===== config.mk =====
export PLATFORM = sky130hd
export DESIGN_NAME = pgm_occupancy_decoder
export DESIGN_NICKNAME = d
export VERILOG_FILES = /design/src/hw/rtl/pgmd_pkg.sv /design/src/hw/rtl/pgm_occupancy_decoder.sv /design/src/hw/rtl/pgmd_parser.sv /design/src/hw/rtl/pgmd_result_fifo.sv
export SDC_FILE = /design/constraint.sdc
export NUM_CORES = 1
export LEC_CHECK = 0
export BUFFER_PORTS_ARGS = -buffer_cell sky130_fd_sc_hd__clkbuf_2
export CORE_AREA = 5 5 223 225
export DETAILED_ROUTE_END_ITERATION = 7
export DIE_AREA = 0 0 228 230
export PLACE_DENSITY = 0.72
export REMOVE_ABC_BUFFERS = 1
export SYNTH_ARGS = -nofsm -noshare
export SYNTH_HDL_FRONTEND = slang
export SYNTH_SLANG_ARGS = --single-unit

===== constraint.sdc =====
create_clock -name clk -period 13.4 [get_ports clk]
set_input_delay 1.34 -clock clk [delete_from_list [all_inputs] [get_ports clk]]
set_output_delay 1.34 -clock clk [all_outputs]
set_load 0.05 [all_outputs]

===== src/hw/rtl/pgmd_pkg.sv =====
`timescale 1ns / 1ps
// Shared types and constants for the PGM occupancy decoder.
// Used by pgmd_parser, pgmd_result_fifo and pgm_occupancy_decoder.
package pgmd_pkg;

	// Grid size limits checked against the header.
	localparam int MAX_WIDTH  = 4096;
	localparam int MAX_HEIGHT = 4096;

	localparam int ACC_W    = 16;  // decimal token accumulator, saturating
	localparam int CELL_W   = 12;  // column and row fields of a result
	localparam int ROW_CNT_W = 13; // image row counter, reaches the height
	localparam int GRAY_W   = 8;
	localparam int THR_W    = 16;
	localparam int MAXVAL_LIMIT = 255;

	// Configuration register indexes.
	localparam int CFG_IDX_W = 2;
	localparam logic [CFG_IDX_W-1:0] REG_OCC_THRESHOLD  = 2'd0;
	localparam logic [CFG_IDX_W-1:0] REG_FREE_THRESHOLD = 2'd1;
	localparam logic [CFG_IDX_W-1:0] REG_NEGATE_MODE    = 2'd2;

	localparam logic [THR_W-1:0] OCC_THRESHOLD_RST  = 16'd42598;
	localparam logic [THR_W-1:0] FREE_THRESHOLD_RST = 16'd16384;

	// Characters the parser looks for.
	localparam logic [7:0] CH_P     = 8'h50;
	localparam logic [7:0] CH_TWO   = 8'h32;
	localparam logic [7:0] CH_FIVE  = 8'h35;
	localparam logic [7:0] CH_HASH  = 8'h23;
	localparam logic [7:0] CH_NL    = 8'h0A;
	localparam logic [7:0] CH_TAB   = 8'h09;
	localparam logic [7:0] CH_CR    = 8'h0D;
	localparam logic [7:0] CH_SPACE = 8'h20;
	localparam logic [7:0] CH_ZERO  = 8'h30;
	localparam logic [7:0] CH_NINE  = 8'h39;

	// Result queue.
	localparam int FIFO_DEPTH = 4;
	localparam int FIFO_AW    = $clog2(FIFO_DEPTH);
	localparam int FIFO_CW    = $clog2(FIFO_DEPTH + 1);

	typedef enum logic [2:0] {
		PH_MAGIC_P,
		PH_MAGIC_D,
		PH_WIDTH,
		PH_HEIGHT,
		PH_MAXVAL,
		PH_PIXELS
	} phase_t;

	typedef enum logic [2:0] {
		ST_OK,
		ST_BAD_MAGIC,
		ST_BAD_HEADER,
		ST_BAD_DIMS,
		ST_BAD_MAXVAL,
		ST_COUNT_MISMATCH
	} status_t;

	typedef enum logic [1:0] {
		CLS_FREE,
		CLS_OCCUPIED,
		CLS_UNKNOWN
	} cls_t;

	typedef enum logic {
		KIND_PIXEL,
		KIND_STATUS
	} kind_t;

	typedef struct packed {
		kind_t             kind;
		cls_t              cls;
		logic [CELL_W-1:0] col;
		logic [CELL_W-1:0] row;
		status_t           status;
		logic              last;
	} result_t;

	typedef struct packed {
		logic [THR_W-1:0] occ_thr;
		logic [THR_W-1:0] free_thr;
		logic             negate;
	} cfg_t;

endpackage


===== src/hw/rtl/pgm_occupancy_decoder.sv =====
`timescale 1ns / 1ps
// PGM occupancy decoder: takes one file byte per transfer (end_of_file on the
// last byte), parses a P2 or P5 header and classifies each pixel as free,
// occupied or unknown against the Q0.16 thresholds, sending column and flipped
// row with it; the last byte yields a status result, and the pixel results of a
// file are valid only if that status is ok. One byte is taken every cycle while
// the input does not stall: a byte waits in the input register while the parser
// updates its state, and its results are written into the output queue as the
// parser takes the byte, so the first result of a byte is offered from the queue's
// registers. A last byte that also yields a pixel gives two results, which drain
// over two output transfers; input stalls only when a byte waits in the input
// register and the four-entry output queue holds more than two results.
// Depends on pgmd_pkg, pgmd_parser and pgmd_result_fifo.
module pgm_occupancy_decoder (
	input  logic                              clk,
	input  logic                              arst_n,
	input  logic                              cfg_write,
	input  logic [pgmd_pkg::CFG_IDX_W-1:0]    cfg_index,
	input  logic [pgmd_pkg::THR_W-1:0]        cfg_data,
	input  logic                              in_valid,
	output logic                              in_stall,
	input  logic [7:0]                        file_byte,
	input  logic                              end_of_file,
	output logic                              out_valid,
	input  logic                              out_stall,
	output logic                              result_kind,
	output logic [1:0]                        cell_class,
	output logic [pgmd_pkg::CELL_W-1:0]       cell_column,
	output logic [pgmd_pkg::CELL_W-1:0]       cell_row,
	output logic [2:0]                        status_code,
	output logic                              last_of_file
);

	pgmd_pkg::cfg_t    cfg_q;
	logic              valid_s1;
	logic [7:0]        byte_s1;
	logic              eof_s1;
	logic              room2, fire, accept;
	logic              pix_valid, st_valid;
	pgmd_pkg::result_t pix, st, out_data;

	assign fire     = valid_s1 && room2;
	assign in_stall = valid_s1 && !room2;
	assign accept   = in_valid && !in_stall;

	always_ff @(posedge clk or negedge arst_n) begin
		if (!arst_n) begin
			cfg_q.occ_thr <= pgmd_pkg::OCC_THRESHOLD_RST;
			cfg_q.free_thr <= pgmd_pkg::FREE_THRESHOLD_RST;
			cfg_q.negate <= 1'b0;
		end else if (cfg_write) begin
			case (cfg_index)
				pgmd_pkg::REG_OCC_THRESHOLD:  cfg_q.occ_thr <= cfg_data;
				pgmd_pkg::REG_FREE_THRESHOLD: cfg_q.free_thr <= cfg_data;
				pgmd_pkg::REG_NEGATE_MODE:    cfg_q.negate <= cfg_data[0];
				default: ;
			endcase
		end
	end

	always_ff @(posedge clk or negedge arst_n) begin
		if (!arst_n) begin
			valid_s1 <= 1'b0;
		end else if (accept) begin
			valid_s1 <= 1'b1;
		end else if (fire) begin
			valid_s1 <= 1'b0;
		end
	end

	always_ff @(posedge clk) begin
		if (accept) begin
			byte_s1 <= file_byte;
			eof_s1 <= end_of_file;
		end
	end

	pgmd_parser u_parser (
		.clk        (clk),
		.arst_n     (arst_n),
		.item_valid (fire),
		.item_byte  (byte_s1),
		.item_eof   (eof_s1),
		.cfg        (cfg_q),
		.pix_valid  (pix_valid),
		.pix        (pix),
		.st_valid   (st_valid),
		.st         (st)
	);

	pgmd_result_fifo u_fifo (
		.clk          (clk),
		.arst_n       (arst_n),
		.push_a_valid (pix_valid),
		.push_a       (pix),
		.push_b_valid (st_valid),
		.push_b       (st),
		.room2        (room2),
		.out_valid    (out_valid),
		.out_data     (out_data),
		.out_stall    (out_stall)
	);

	assign result_kind  = out_data.kind;
	assign cell_class   = out_data.cls;
	assign cell_column  = out_data.col;
	assign cell_row     = out_data.row;
	assign status_code  = out_data.status;
	assign last_of_file = out_data.last;

endmodule


===== src/hw/rtl/pgmd_parser.sv =====
`timescale 1ns / 1ps
// PGM byte parser: header state, pixel counters and the occupancy compare.
// Produces up to two results per byte; depends on pgmd_pkg.
module pgmd_parser (
	input  logic                 clk,
	input  logic                 arst_n,
	input  logic                 item_valid,
	input  logic [7:0]           item_byte,
	input  logic                 item_eof,
	input  pgmd_pkg::cfg_t       cfg,
	output logic                 pix_valid,
	output pgmd_pkg::result_t    pix,
	output logic                 st_valid,
	output pgmd_pkg::result_t    st
);

	pgmd_pkg::phase_t                 phase_q, n_phase;
	pgmd_pkg::status_t                err_q, n_err, st_code;
	logic                             ascii_q, n_ascii;
	logic [pgmd_pkg::ACC_W-1:0]       acc_q, n_acc, acc_new, emit_val;
	logic                             digit_q, n_digit;
	logic                             comment_q, n_comment;
	logic [pgmd_pkg::ACC_W-1:0]       width_q, n_width, height_q, n_height;
	logic [pgmd_pkg::GRAY_W-1:0]      maxg_q, n_maxg;
	logic [pgmd_pkg::CELL_W-1:0]      col_q, n_col;
	logic [pgmd_pkg::ROW_CNT_W-1:0]   row_q, n_row;
	logic                             complete_q, n_complete;
	logic                             emit, fin_complete, hdr_done;
	logic                             is_dig, is_sp, is_hash, is_nl;
	logic                             dims_bad;
	logic [pgmd_pkg::CELL_W:0]        col_inc;
	logic [pgmd_pkg::ROW_CNT_W-1:0]   row_inc;
	logic                             wrap, emit_done;

	function automatic logic [pgmd_pkg::ACC_W-1:0] acc_step(
		input logic [pgmd_pkg::ACC_W-1:0] acc,
		input logic [7:0]                 c
	);
		logic [19:0] sum;
		sum = 20'({acc, 3'b000}) + 20'({acc, 1'b0}) + 20'(c[3:0]);
		acc_step = (sum > 20'hFFFF) ? {pgmd_pkg::ACC_W{1'b1}} : sum[pgmd_pkg::ACC_W-1:0];
	endfunction

	function automatic logic val_bad(input logic [pgmd_pkg::ACC_W-1:0] v);
		val_bad = (v == '0) || (v > pgmd_pkg::ACC_W'(pgmd_pkg::MAXVAL_LIMIT));
	endfunction

	// Exact compare: occ * 65536 against threshold * maxval, with occ signed.
	function automatic pgmd_pkg::cls_t classify(
		input logic [pgmd_pkg::ACC_W-1:0]  v,
		input logic [pgmd_pkg::GRAY_W-1:0] m,
		input pgmd_pkg::cfg_t              c
	);
		logic signed [17:0] occ;
		logic signed [33:0] lhs, occ_lim, free_lim;
		logic [23:0]        p_occ, p_free;
		occ = c.negate ? $signed({2'b00, v})
			: ($signed({10'b0, m}) - $signed({2'b00, v}));
		lhs = {occ, 16'b0};
		p_occ = 24'(c.occ_thr) * 24'(m);
		p_free = 24'(c.free_thr) * 24'(m);
		occ_lim = $signed({10'b0, p_occ});
		free_lim = $signed({10'b0, p_free});
		if (lhs > occ_lim) begin
			classify = pgmd_pkg::CLS_OCCUPIED;
		end else if (lhs < free_lim) begin
			classify = pgmd_pkg::CLS_FREE;
		end else begin
			classify = pgmd_pkg::CLS_UNKNOWN;
		end
	endfunction

	assign is_dig  = (item_byte >= pgmd_pkg::CH_ZERO) && (item_byte <= pgmd_pkg::CH_NINE);
	assign is_sp   = (item_byte == pgmd_pkg::CH_SPACE) ||
		((item_byte >= pgmd_pkg::CH_TAB) && (item_byte <= pgmd_pkg::CH_CR));
	assign is_hash = (item_byte == pgmd_pkg::CH_HASH);
	assign is_nl   = (item_byte == pgmd_pkg::CH_NL);
	assign acc_new = acc_step(acc_q, item_byte);

	assign dims_bad = (width_q == '0) || (height_q == '0) ||
		(width_q > pgmd_pkg::ACC_W'(pgmd_pkg::MAX_WIDTH)) ||
		(height_q > pgmd_pkg::ACC_W'(pgmd_pkg::MAX_HEIGHT));

	// Counter advance for a pixel sent at the current position.
	assign col_inc   = {1'b0, col_q} + 1'b1;
	assign row_inc   = row_q + 1'b1;
	assign wrap      = (pgmd_pkg::ACC_W'(col_inc) >= width_q);
	assign emit_done = wrap && (pgmd_pkg::ACC_W'(row_inc) >= height_q);

	always_comb begin
		n_phase = phase_q;
		n_err = err_q;
		n_ascii = ascii_q;
		n_acc = acc_q;
		n_digit = digit_q;
		n_comment = comment_q;
		n_width = width_q;
		n_height = height_q;
		n_maxg = maxg_q;
		n_col = col_q;
		n_row = row_q;
		n_complete = complete_q;
		emit = 1'b0;
		emit_val = acc_q;
		hdr_done = 1'b0;
		fin_complete = 1'b0;
		st_valid = 1'b0;
		st_code = pgmd_pkg::ST_OK;
		if (item_valid && (err_q == pgmd_pkg::ST_OK)) begin
			case (phase_q)
				pgmd_pkg::PH_MAGIC_P: begin
					if (item_byte == pgmd_pkg::CH_P) begin
						n_phase = pgmd_pkg::PH_MAGIC_D;
					end else begin
						n_err = pgmd_pkg::ST_BAD_MAGIC;
					end
				end
				pgmd_pkg::PH_MAGIC_D: begin
					if (item_byte == pgmd_pkg::CH_TWO || item_byte == pgmd_pkg::CH_FIVE) begin
						n_ascii = (item_byte == pgmd_pkg::CH_TWO);
						n_phase = pgmd_pkg::PH_WIDTH;
					end else begin
						n_err = pgmd_pkg::ST_BAD_MAGIC;
					end
				end
				pgmd_pkg::PH_PIXELS: begin
					if (!complete_q) begin
						if (!ascii_q) begin
							emit = 1'b1;
							emit_val = pgmd_pkg::ACC_W'(item_byte);
						end else if (comment_q) begin
							if (is_nl) begin
								n_comment = 1'b0;
							end
						end else if (is_dig) begin
							n_acc = acc_new;
							n_digit = 1'b1;
						end else begin
							if (digit_q) begin
								n_acc = '0;
								n_digit = 1'b0;
								emit = 1'b1;
							end
							// The byte that ends the last pixel token is not looked at.
							if (!(digit_q && emit_done)) begin
								if (is_hash) begin
									n_comment = 1'b1;
								end else if (!is_sp) begin
									n_err = pgmd_pkg::ST_COUNT_MISMATCH;
								end
							end
						end
					end
				end
				default: begin
					if (comment_q) begin
						if (is_nl) begin
							n_comment = 1'b0;
						end
					end else if (is_dig) begin
						n_acc = acc_new;
						n_digit = 1'b1;
					end else begin
						if (digit_q) begin
							n_acc = '0;
							n_digit = 1'b0;
							if (phase_q == pgmd_pkg::PH_WIDTH) begin
								n_width = acc_q;
								n_phase = pgmd_pkg::PH_HEIGHT;
							end else if (phase_q == pgmd_pkg::PH_HEIGHT) begin
								n_height = acc_q;
								n_phase = pgmd_pkg::PH_MAXVAL;
							end else if (dims_bad) begin
								n_err = pgmd_pkg::ST_BAD_DIMS;
							end else if (val_bad(acc_q)) begin
								n_err = pgmd_pkg::ST_BAD_MAXVAL;
							end else begin
								n_maxg = acc_q[pgmd_pkg::GRAY_W-1:0];
								n_phase = pgmd_pkg::PH_PIXELS;
								// A raw file consumes this byte as the separator.
								hdr_done = 1'b1;
								if (ascii_q) begin
									if (is_hash) begin
										n_comment = 1'b1;
									end else if (!is_sp) begin
										n_err = pgmd_pkg::ST_COUNT_MISMATCH;
									end
								end
							end
						end
						if (!hdr_done && (n_err == pgmd_pkg::ST_OK)) begin
							if (is_hash) begin
								n_comment = 1'b1;
							end else if (!is_sp) begin
								n_err = pgmd_pkg::ST_BAD_HEADER;
							end
						end
					end
				end
			endcase
			if (emit) begin
				n_col = wrap ? '0 : col_inc[pgmd_pkg::CELL_W-1:0];
				n_row = wrap ? row_inc : row_q;
				n_complete = emit_done;
			end
		end
		if (item_valid && item_eof) begin
			st_valid = 1'b1;
			if (n_err != pgmd_pkg::ST_OK) begin
				st_code = n_err;
			end else if (n_phase == pgmd_pkg::PH_MAGIC_P || n_phase == pgmd_pkg::PH_MAGIC_D) begin
				st_code = pgmd_pkg::ST_BAD_MAGIC;
			end else if (n_phase != pgmd_pkg::PH_PIXELS) begin
				if (!n_digit || n_phase != pgmd_pkg::PH_MAXVAL) begin
					st_code = pgmd_pkg::ST_BAD_HEADER;
				end else if (dims_bad) begin
					st_code = pgmd_pkg::ST_BAD_DIMS;
				end else if (val_bad(n_acc)) begin
					st_code = pgmd_pkg::ST_BAD_MAXVAL;
				end else begin
					st_code = pgmd_pkg::ST_COUNT_MISMATCH;
				end
			end else begin
				fin_complete = n_complete;
				// A pixel token cut off by the end of the file still counts.
				if (ascii_q && n_digit && !n_complete) begin
					emit = 1'b1;
					emit_val = n_acc;
					fin_complete = emit_done;
				end
				st_code = fin_complete ? pgmd_pkg::ST_OK : pgmd_pkg::ST_COUNT_MISMATCH;
			end
			n_phase = pgmd_pkg::PH_MAGIC_P;
			n_err = pgmd_pkg::ST_OK;
			n_ascii = 1'b0;
			n_acc = '0;
			n_digit = 1'b0;
			n_comment = 1'b0;
			n_width = '0;
			n_height = '0;
			n_maxg = '0;
			n_col = '0;
			n_row = '0;
			n_complete = 1'b0;
		end
	end

	assign pix_valid  = emit;
	assign pix.kind   = pgmd_pkg::KIND_PIXEL;
	assign pix.cls    = classify(emit_val, maxg_q, cfg);
	assign pix.col    = col_q;
	assign pix.row    = height_q[pgmd_pkg::CELL_W-1:0] - 1'b1 - row_q[pgmd_pkg::CELL_W-1:0];
	assign pix.status = pgmd_pkg::ST_OK;
	assign pix.last   = 1'b0;

	assign st.kind   = pgmd_pkg::KIND_STATUS;
	assign st.cls    = pgmd_pkg::CLS_FREE;
	assign st.col    = '0;
	assign st.row    = '0;
	assign st.status = st_code;
	assign st.last   = 1'b1;

	always_ff @(posedge clk or negedge arst_n) begin
		if (!arst_n) begin
			phase_q <= pgmd_pkg::PH_MAGIC_P;
			err_q <= pgmd_pkg::ST_OK;
			ascii_q <= 1'b0;
			acc_q <= '0;
			digit_q <= 1'b0;
			comment_q <= 1'b0;
			width_q <= '0;
			height_q <= '0;
			maxg_q <= '0;
			col_q <= '0;
			row_q <= '0;
			complete_q <= 1'b0;
		end else begin
			phase_q <= n_phase;
			err_q <= n_err;
			ascii_q <= n_ascii;
			acc_q <= n_acc;
			digit_q <= n_digit;
			comment_q <= n_comment;
			width_q <= n_width;
			height_q <= n_height;
			maxg_q <= n_maxg;
			col_q <= n_col;
			row_q <= n_row;
			complete_q <= n_complete;
		end
	end

	// The last byte of a file always returns the parser to a clean start.
	a_eof_clears: assert property (@(posedge clk) disable iff (!arst_n)
		item_valid && item_eof |=> phase_q == pgmd_pkg::PH_MAGIC_P &&
			err_q == pgmd_pkg::ST_OK && !complete_q)
		else $error("parser state not cleared after end of file");

	// The first error of a file is kept until the file ends.
	a_err_sticky: assert property (@(posedge clk) disable iff (!arst_n)
		(err_q != pgmd_pkg::ST_OK) && !(item_valid && item_eof) |=> err_q == $past(err_q))
		else $error("error code changed inside a file");

	a_col_in_range: assert property (@(posedge clk) disable iff (!arst_n)
		phase_q == pgmd_pkg::PH_PIXELS && !complete_q |->
			{{(pgmd_pkg::ACC_W-pgmd_pkg::CELL_W){1'b0}}, col_q} < width_q)
		else $error("column counter beyond image width");

	a_complete_phase: assert property (@(posedge clk) disable iff (!arst_n)
		complete_q |-> phase_q == pgmd_pkg::PH_PIXELS)
		else $error("pixels complete outside the pixel phase");

endmodule


===== src/hw/rtl/pgmd_result_fifo.sv =====
`timescale 1ns / 1ps
// Result queue: takes up to two results per cycle while room2 shows room for two,
// hands out one per transfer. Depends on pgmd_pkg for the result type and depth.
module pgmd_result_fifo (
	input  logic              clk,
	input  logic              arst_n,
	input  logic              push_a_valid,
	input  pgmd_pkg::result_t push_a,
	input  logic              push_b_valid,
	input  pgmd_pkg::result_t push_b,
	output logic              room2,
	output logic              out_valid,
	output pgmd_pkg::result_t out_data,
	input  logic              out_stall
);

	pgmd_pkg::result_t                mem_q [pgmd_pkg::FIFO_DEPTH];
	logic [pgmd_pkg::FIFO_AW-1:0]     wr_ptr_q, rd_ptr_q, wr_ptr_b;
	logic [pgmd_pkg::FIFO_CW-1:0]     count_q;
	logic [1:0]                       npush;
	logic                             pop;
	pgmd_pkg::result_t                first;

	assign npush     = {1'b0, push_a_valid} + {1'b0, push_b_valid};
	assign pop       = out_valid && !out_stall;
	assign out_valid = (count_q != '0);
	assign out_data  = mem_q[rd_ptr_q];
	assign room2     = (count_q <= pgmd_pkg::FIFO_CW'(pgmd_pkg::FIFO_DEPTH - 2));
	assign first     = push_a_valid ? push_a : push_b;
	assign wr_ptr_b  = wr_ptr_q + 1'b1;

	always_ff @(posedge clk) begin
		if (npush != 2'd0) begin
			mem_q[wr_ptr_q] <= first;
		end
		if (npush == 2'd2) begin
			mem_q[wr_ptr_b] <= push_b;
		end
	end

	always_ff @(posedge clk or negedge arst_n) begin
		if (!arst_n) begin
			wr_ptr_q <= '0;
			rd_ptr_q <= '0;
			count_q <= '0;
		end else begin
			wr_ptr_q <= wr_ptr_q + pgmd_pkg::FIFO_AW'(npush);
			rd_ptr_q <= rd_ptr_q + pgmd_pkg::FIFO_AW'(pop);
			count_q <= count_q + pgmd_pkg::FIFO_CW'(npush) - pgmd_pkg::FIFO_CW'(pop);
		end
	end

	a_count_bound: assert property (@(posedge clk) disable iff (!arst_n)
		count_q <= pgmd_pkg::FIFO_CW'(pgmd_pkg::FIFO_DEPTH))
		else $error("result queue overflow");

	a_push_room: assert property (@(posedge clk) disable iff (!arst_n)
		(push_a_valid || push_b_valid) |-> room2)
		else $error("results pushed without room for two");

	a_drain: assert property (@(posedge clk) disable iff (!arst_n)
		pop && (npush == 2'd0) && (count_q == pgmd_pkg::FIFO_CW'(1)) |=> !out_valid)
		else $error("result queue not empty after last transfer");

endmodule

==> results_dict.tcl <==
set metrics [dict create \
    nNetsFinal 3030 \
    die_x_um 228 \
    critPathLaunchType "flop" \
    antenna_left 0 \
    yosysTopAreaCellShare_pct 14.7 \
    yosysTopAreaCell "fa_1" \
    drive_above_1_share_pct 9.39 \
    cts-hold-fix-buffers 0 \
    path_buf_inv 2 \
    place_congestion 0.895 \
    finalSetupViolCount 0 \
    worstSetupPathType "reg -> reg" \
    async_flop_share_pct 50.6 \
    grt_util_met2_pct 38.6 \
    rows 80 \
    vdd_drop_max_mv 0.102 \
    grt_pass1_wl_um 102000 \
    die_y_um 230 \
    ys_seq_elements 261 \
    cts_resized 0 \
    io_buffer_count 64 \
    grt_pass1_vias 19700 \
    drc_errors 0 \
    synthTopCellsByCount "337 x nand2_1, 254 x inv_1, 187 x o21ai_0, 183 x ha_1, 173 x fa_1" \
    post-route-cell-area_um2 25200 \
    hold_path.class "reg -> reg" \
    busiest_layer "met2" \
    fmax_ghz 0.106 \
    insertion_delay_ns 0.60 \
    tightest_slew_ns 1.20 \
    status "complete, no violations" \
    ys_types 91 \
    grt_usage_pct 23.0 \
    cts_buffers 28 \
    fin_crit_ns 9.41 \
    seq_area_um2 6110 \
    n_fill_cell 4258 \
    ys_top_cells_by_area "fa_1 15%, dfrtp_1 13%, ha_1 9.7%" \
    arrival_ns 9.86 \
    met3_usage_pct 3.29 \
    first_iter_violations 1302 \
    antenna_found_initial 0 \
    cts_tree "yes" \
    syn_inst 2657 \
    antennaDiodeCount 0 \
    cts.clk_slew.worst_paths_ns 0.06 \
    final_hold_viol_count 0 \
    cp_max_fo 31 \
    grt_start_max_net_pins 78 \
    synth_edf_count 21 \
    endpoint_kind "flop" \
    power.density_nw_per_um2 86.6 \
    min_period_over_period_pct 70.2 \
    cts_setup_buffers 0 \
    leakagePower_nw 11.9 \
    relSlewSlack_pct 19.4 \
    post_drt_wl_per_cell_um 18.6 \
    core_area_um2 47300 \
    viasPerCell 5.91 \
    firstDrtPassIters 6 \
    synth_seq_area_share_pct 26.0 \
    drv_slew 0 \
    num_vias 19400 \
    area_growth_syn_to_layout_pct 7.32 \
    critical_path.max_stage_delay_ns 0.52 \
    crit_slowest_cell "nor4_1" \
    ios 65 \
    met1_usage_pct 31.2 \
    start_util_pct 49.7 \
    h-tree-depth 1 \
    crit_family "compound AO/OA/AOI/OAI gates" \
    routed_wl_um 60800 \
    clockBufferDepth 3 \
    maxCapViolCount 0 \
    grt_overflow 0 \
    synth_area_um2 23500 \
    required_ns 13.84 \
    synth_most_common_cell "nand2_1" \
    dp_hpwl_um 45000 \
    avgSynthCellArea_um2 8.85 \
    clkSinkCount 261 \
    synth_warnings 0 \
    tns_ns 0 \
    fin_skew_ns 0.0267 \
    cts-root-buf "clkbuf_16" \
    dieArea_um2 52400 \
    rsz0062_at_grt "false" \
    multi_input_comb_area_um2 15900 \
    dpl_cell_area_um2 24300 \
    synth_flop_cell "dfrtp_1" \
]
[path summary, 6_finish.rpt]
check                              startpoint             endpoint  slack [ns]  cells past startpoint
hold reg to reg            u_fifo.mem_q[1][0]   u_fifo.mem_q[1][0]        0.46                      1
hold / removal             u_fifo.mem_q[1][0]   u_fifo.mem_q[1][0]        0.46                      1
max in group asynchronous              arst_n    u_parser.col_q[4]       11.34                      2
setup reg to reg            u_parser.row_q[0]  u_fifo.mem_q[3][29]        3.99                     37
setup / recovery            u_parser.row_q[0]  u_fifo.mem_q[3][29]        3.99                     37
min in group asynchronous              arst_n             cfg_q[6]        0.80                      1
[report_power, final]
group	switching (mW)	internal [mW]
Combinational	0.262	0.153
Clock	0.344	0.432
Sequential	0.145	0.850
Total	0.751	1.44
[per-stage QoR]
step | setup WS, ns | utilization, % | cells | hold WS [ns] | power (mW)
after CTS | 4.05 | 53.3 | 3277 | 0.459 | 2.20
after detailed placement | 4.10 | 51.4 | 3227 | 0.445 | 1.42
after global placement | 4.39 | 51.4 | 3227 | 0.430 | 1.41
final | 3.99 | 53.3 | 3277 | 0.456 | 2.19
after floorplan | 4.84 | - | 2518 | 0.421 | 1.25
after global routing | 3.41 | 53.3 | 3277 | 0.485 | 2.28
[placed cells by master (no fill, tap or decap), drive strengths merged, types with 21 or more instances in the layout]
cell | synthesis | routed
o21ai | 191 | 191
xor2 | 30 | 30
nand2 | 337 | 337
dfrtp | 123 | 123
xnor2 | 59 | 59
buf | 32 | 31
clkbuf | 107 | 102
mux2i | 36 | 36
and2 | 144 | 144
mux2 | 41 | 41
mux4 | 30 | 30
a21o | 30 | 30
dfxtp | 108 | 108
nor2 | 126 | 126
inv | 254 | 257
edfxtp | 21 | 21
a21oi | 96 | 96
ha | 183 | 183
fa | 173 | 173
and3 | 22 | 22
nand3 | 142 | 142
nor4 | 24 | 24
nor3 | 36 | 36
[layout make-up]
class	instances	share of cell area, %
multi-input combinational	2002	63.1
timing repair buffer	94	2.19
tap	615	3.05
inverter	255	3.79
sequential	261	24.2
clock buffer	39	3.24
clock inverter	11	0.431
[kinds of logic (layout without fill, tap and decap cells)]
kind of cell / after synthesis / after routing / synth area share [%]
AOI/OAI and AO/OA: 513 / 513 / 14.0
xor gates and xnor gates: 89 / 89 / 3.31
adders and majority gates: 358 / 358 / 24.5
buffers and inverters: 394 / 399 / 6.34
DFF: 261 / 261 / 26.0
muxes: 107 / 107 / 6.40
and+or+nand+nor: 935 / 935 / 19.5
[worst reg2reg max path: cells and delay by family, from the launching register on]
| kind | cells | cell delay, ns |
|---|---|---|
| simple gates | 12 | 2.73 |
| xor+xnor | 2 | 0.32 |
| compound gates | 15 | 3.51 |
| buf+inv | 2 | 0.31 |
| flops | 1 | 0.45 |
| fa+ha+maj | 6 | 1.95 |
[state kept, by name, indices dropped and copies added, names as in the netlist, 2 cells and up]
signal,flops
u_fifo.mem_q,120
cfg_q,33
u_parser.acc_q,16
u_parser.height_q,16
u_parser.width_q,16
u_parser.row_q,13
u_parser.col_q,12
byte_s1,8
u_parser.maxg_q,8
u_fifo.count_q,3
u_parser.err_q,3
u_parser.phase_q,3
u_fifo.rd_ptr_q,2
u_fifo.wr_ptr_q,2
[layer usage]
metal / up-vias / part of all wire, %
li1: 9091 / -
met5: - / 0
met1: 9520 / 44
met3: 145 / 5.5
met4: 0 / 2.9
met2: 600 / 47
Power figures use the tool's default switching activity.
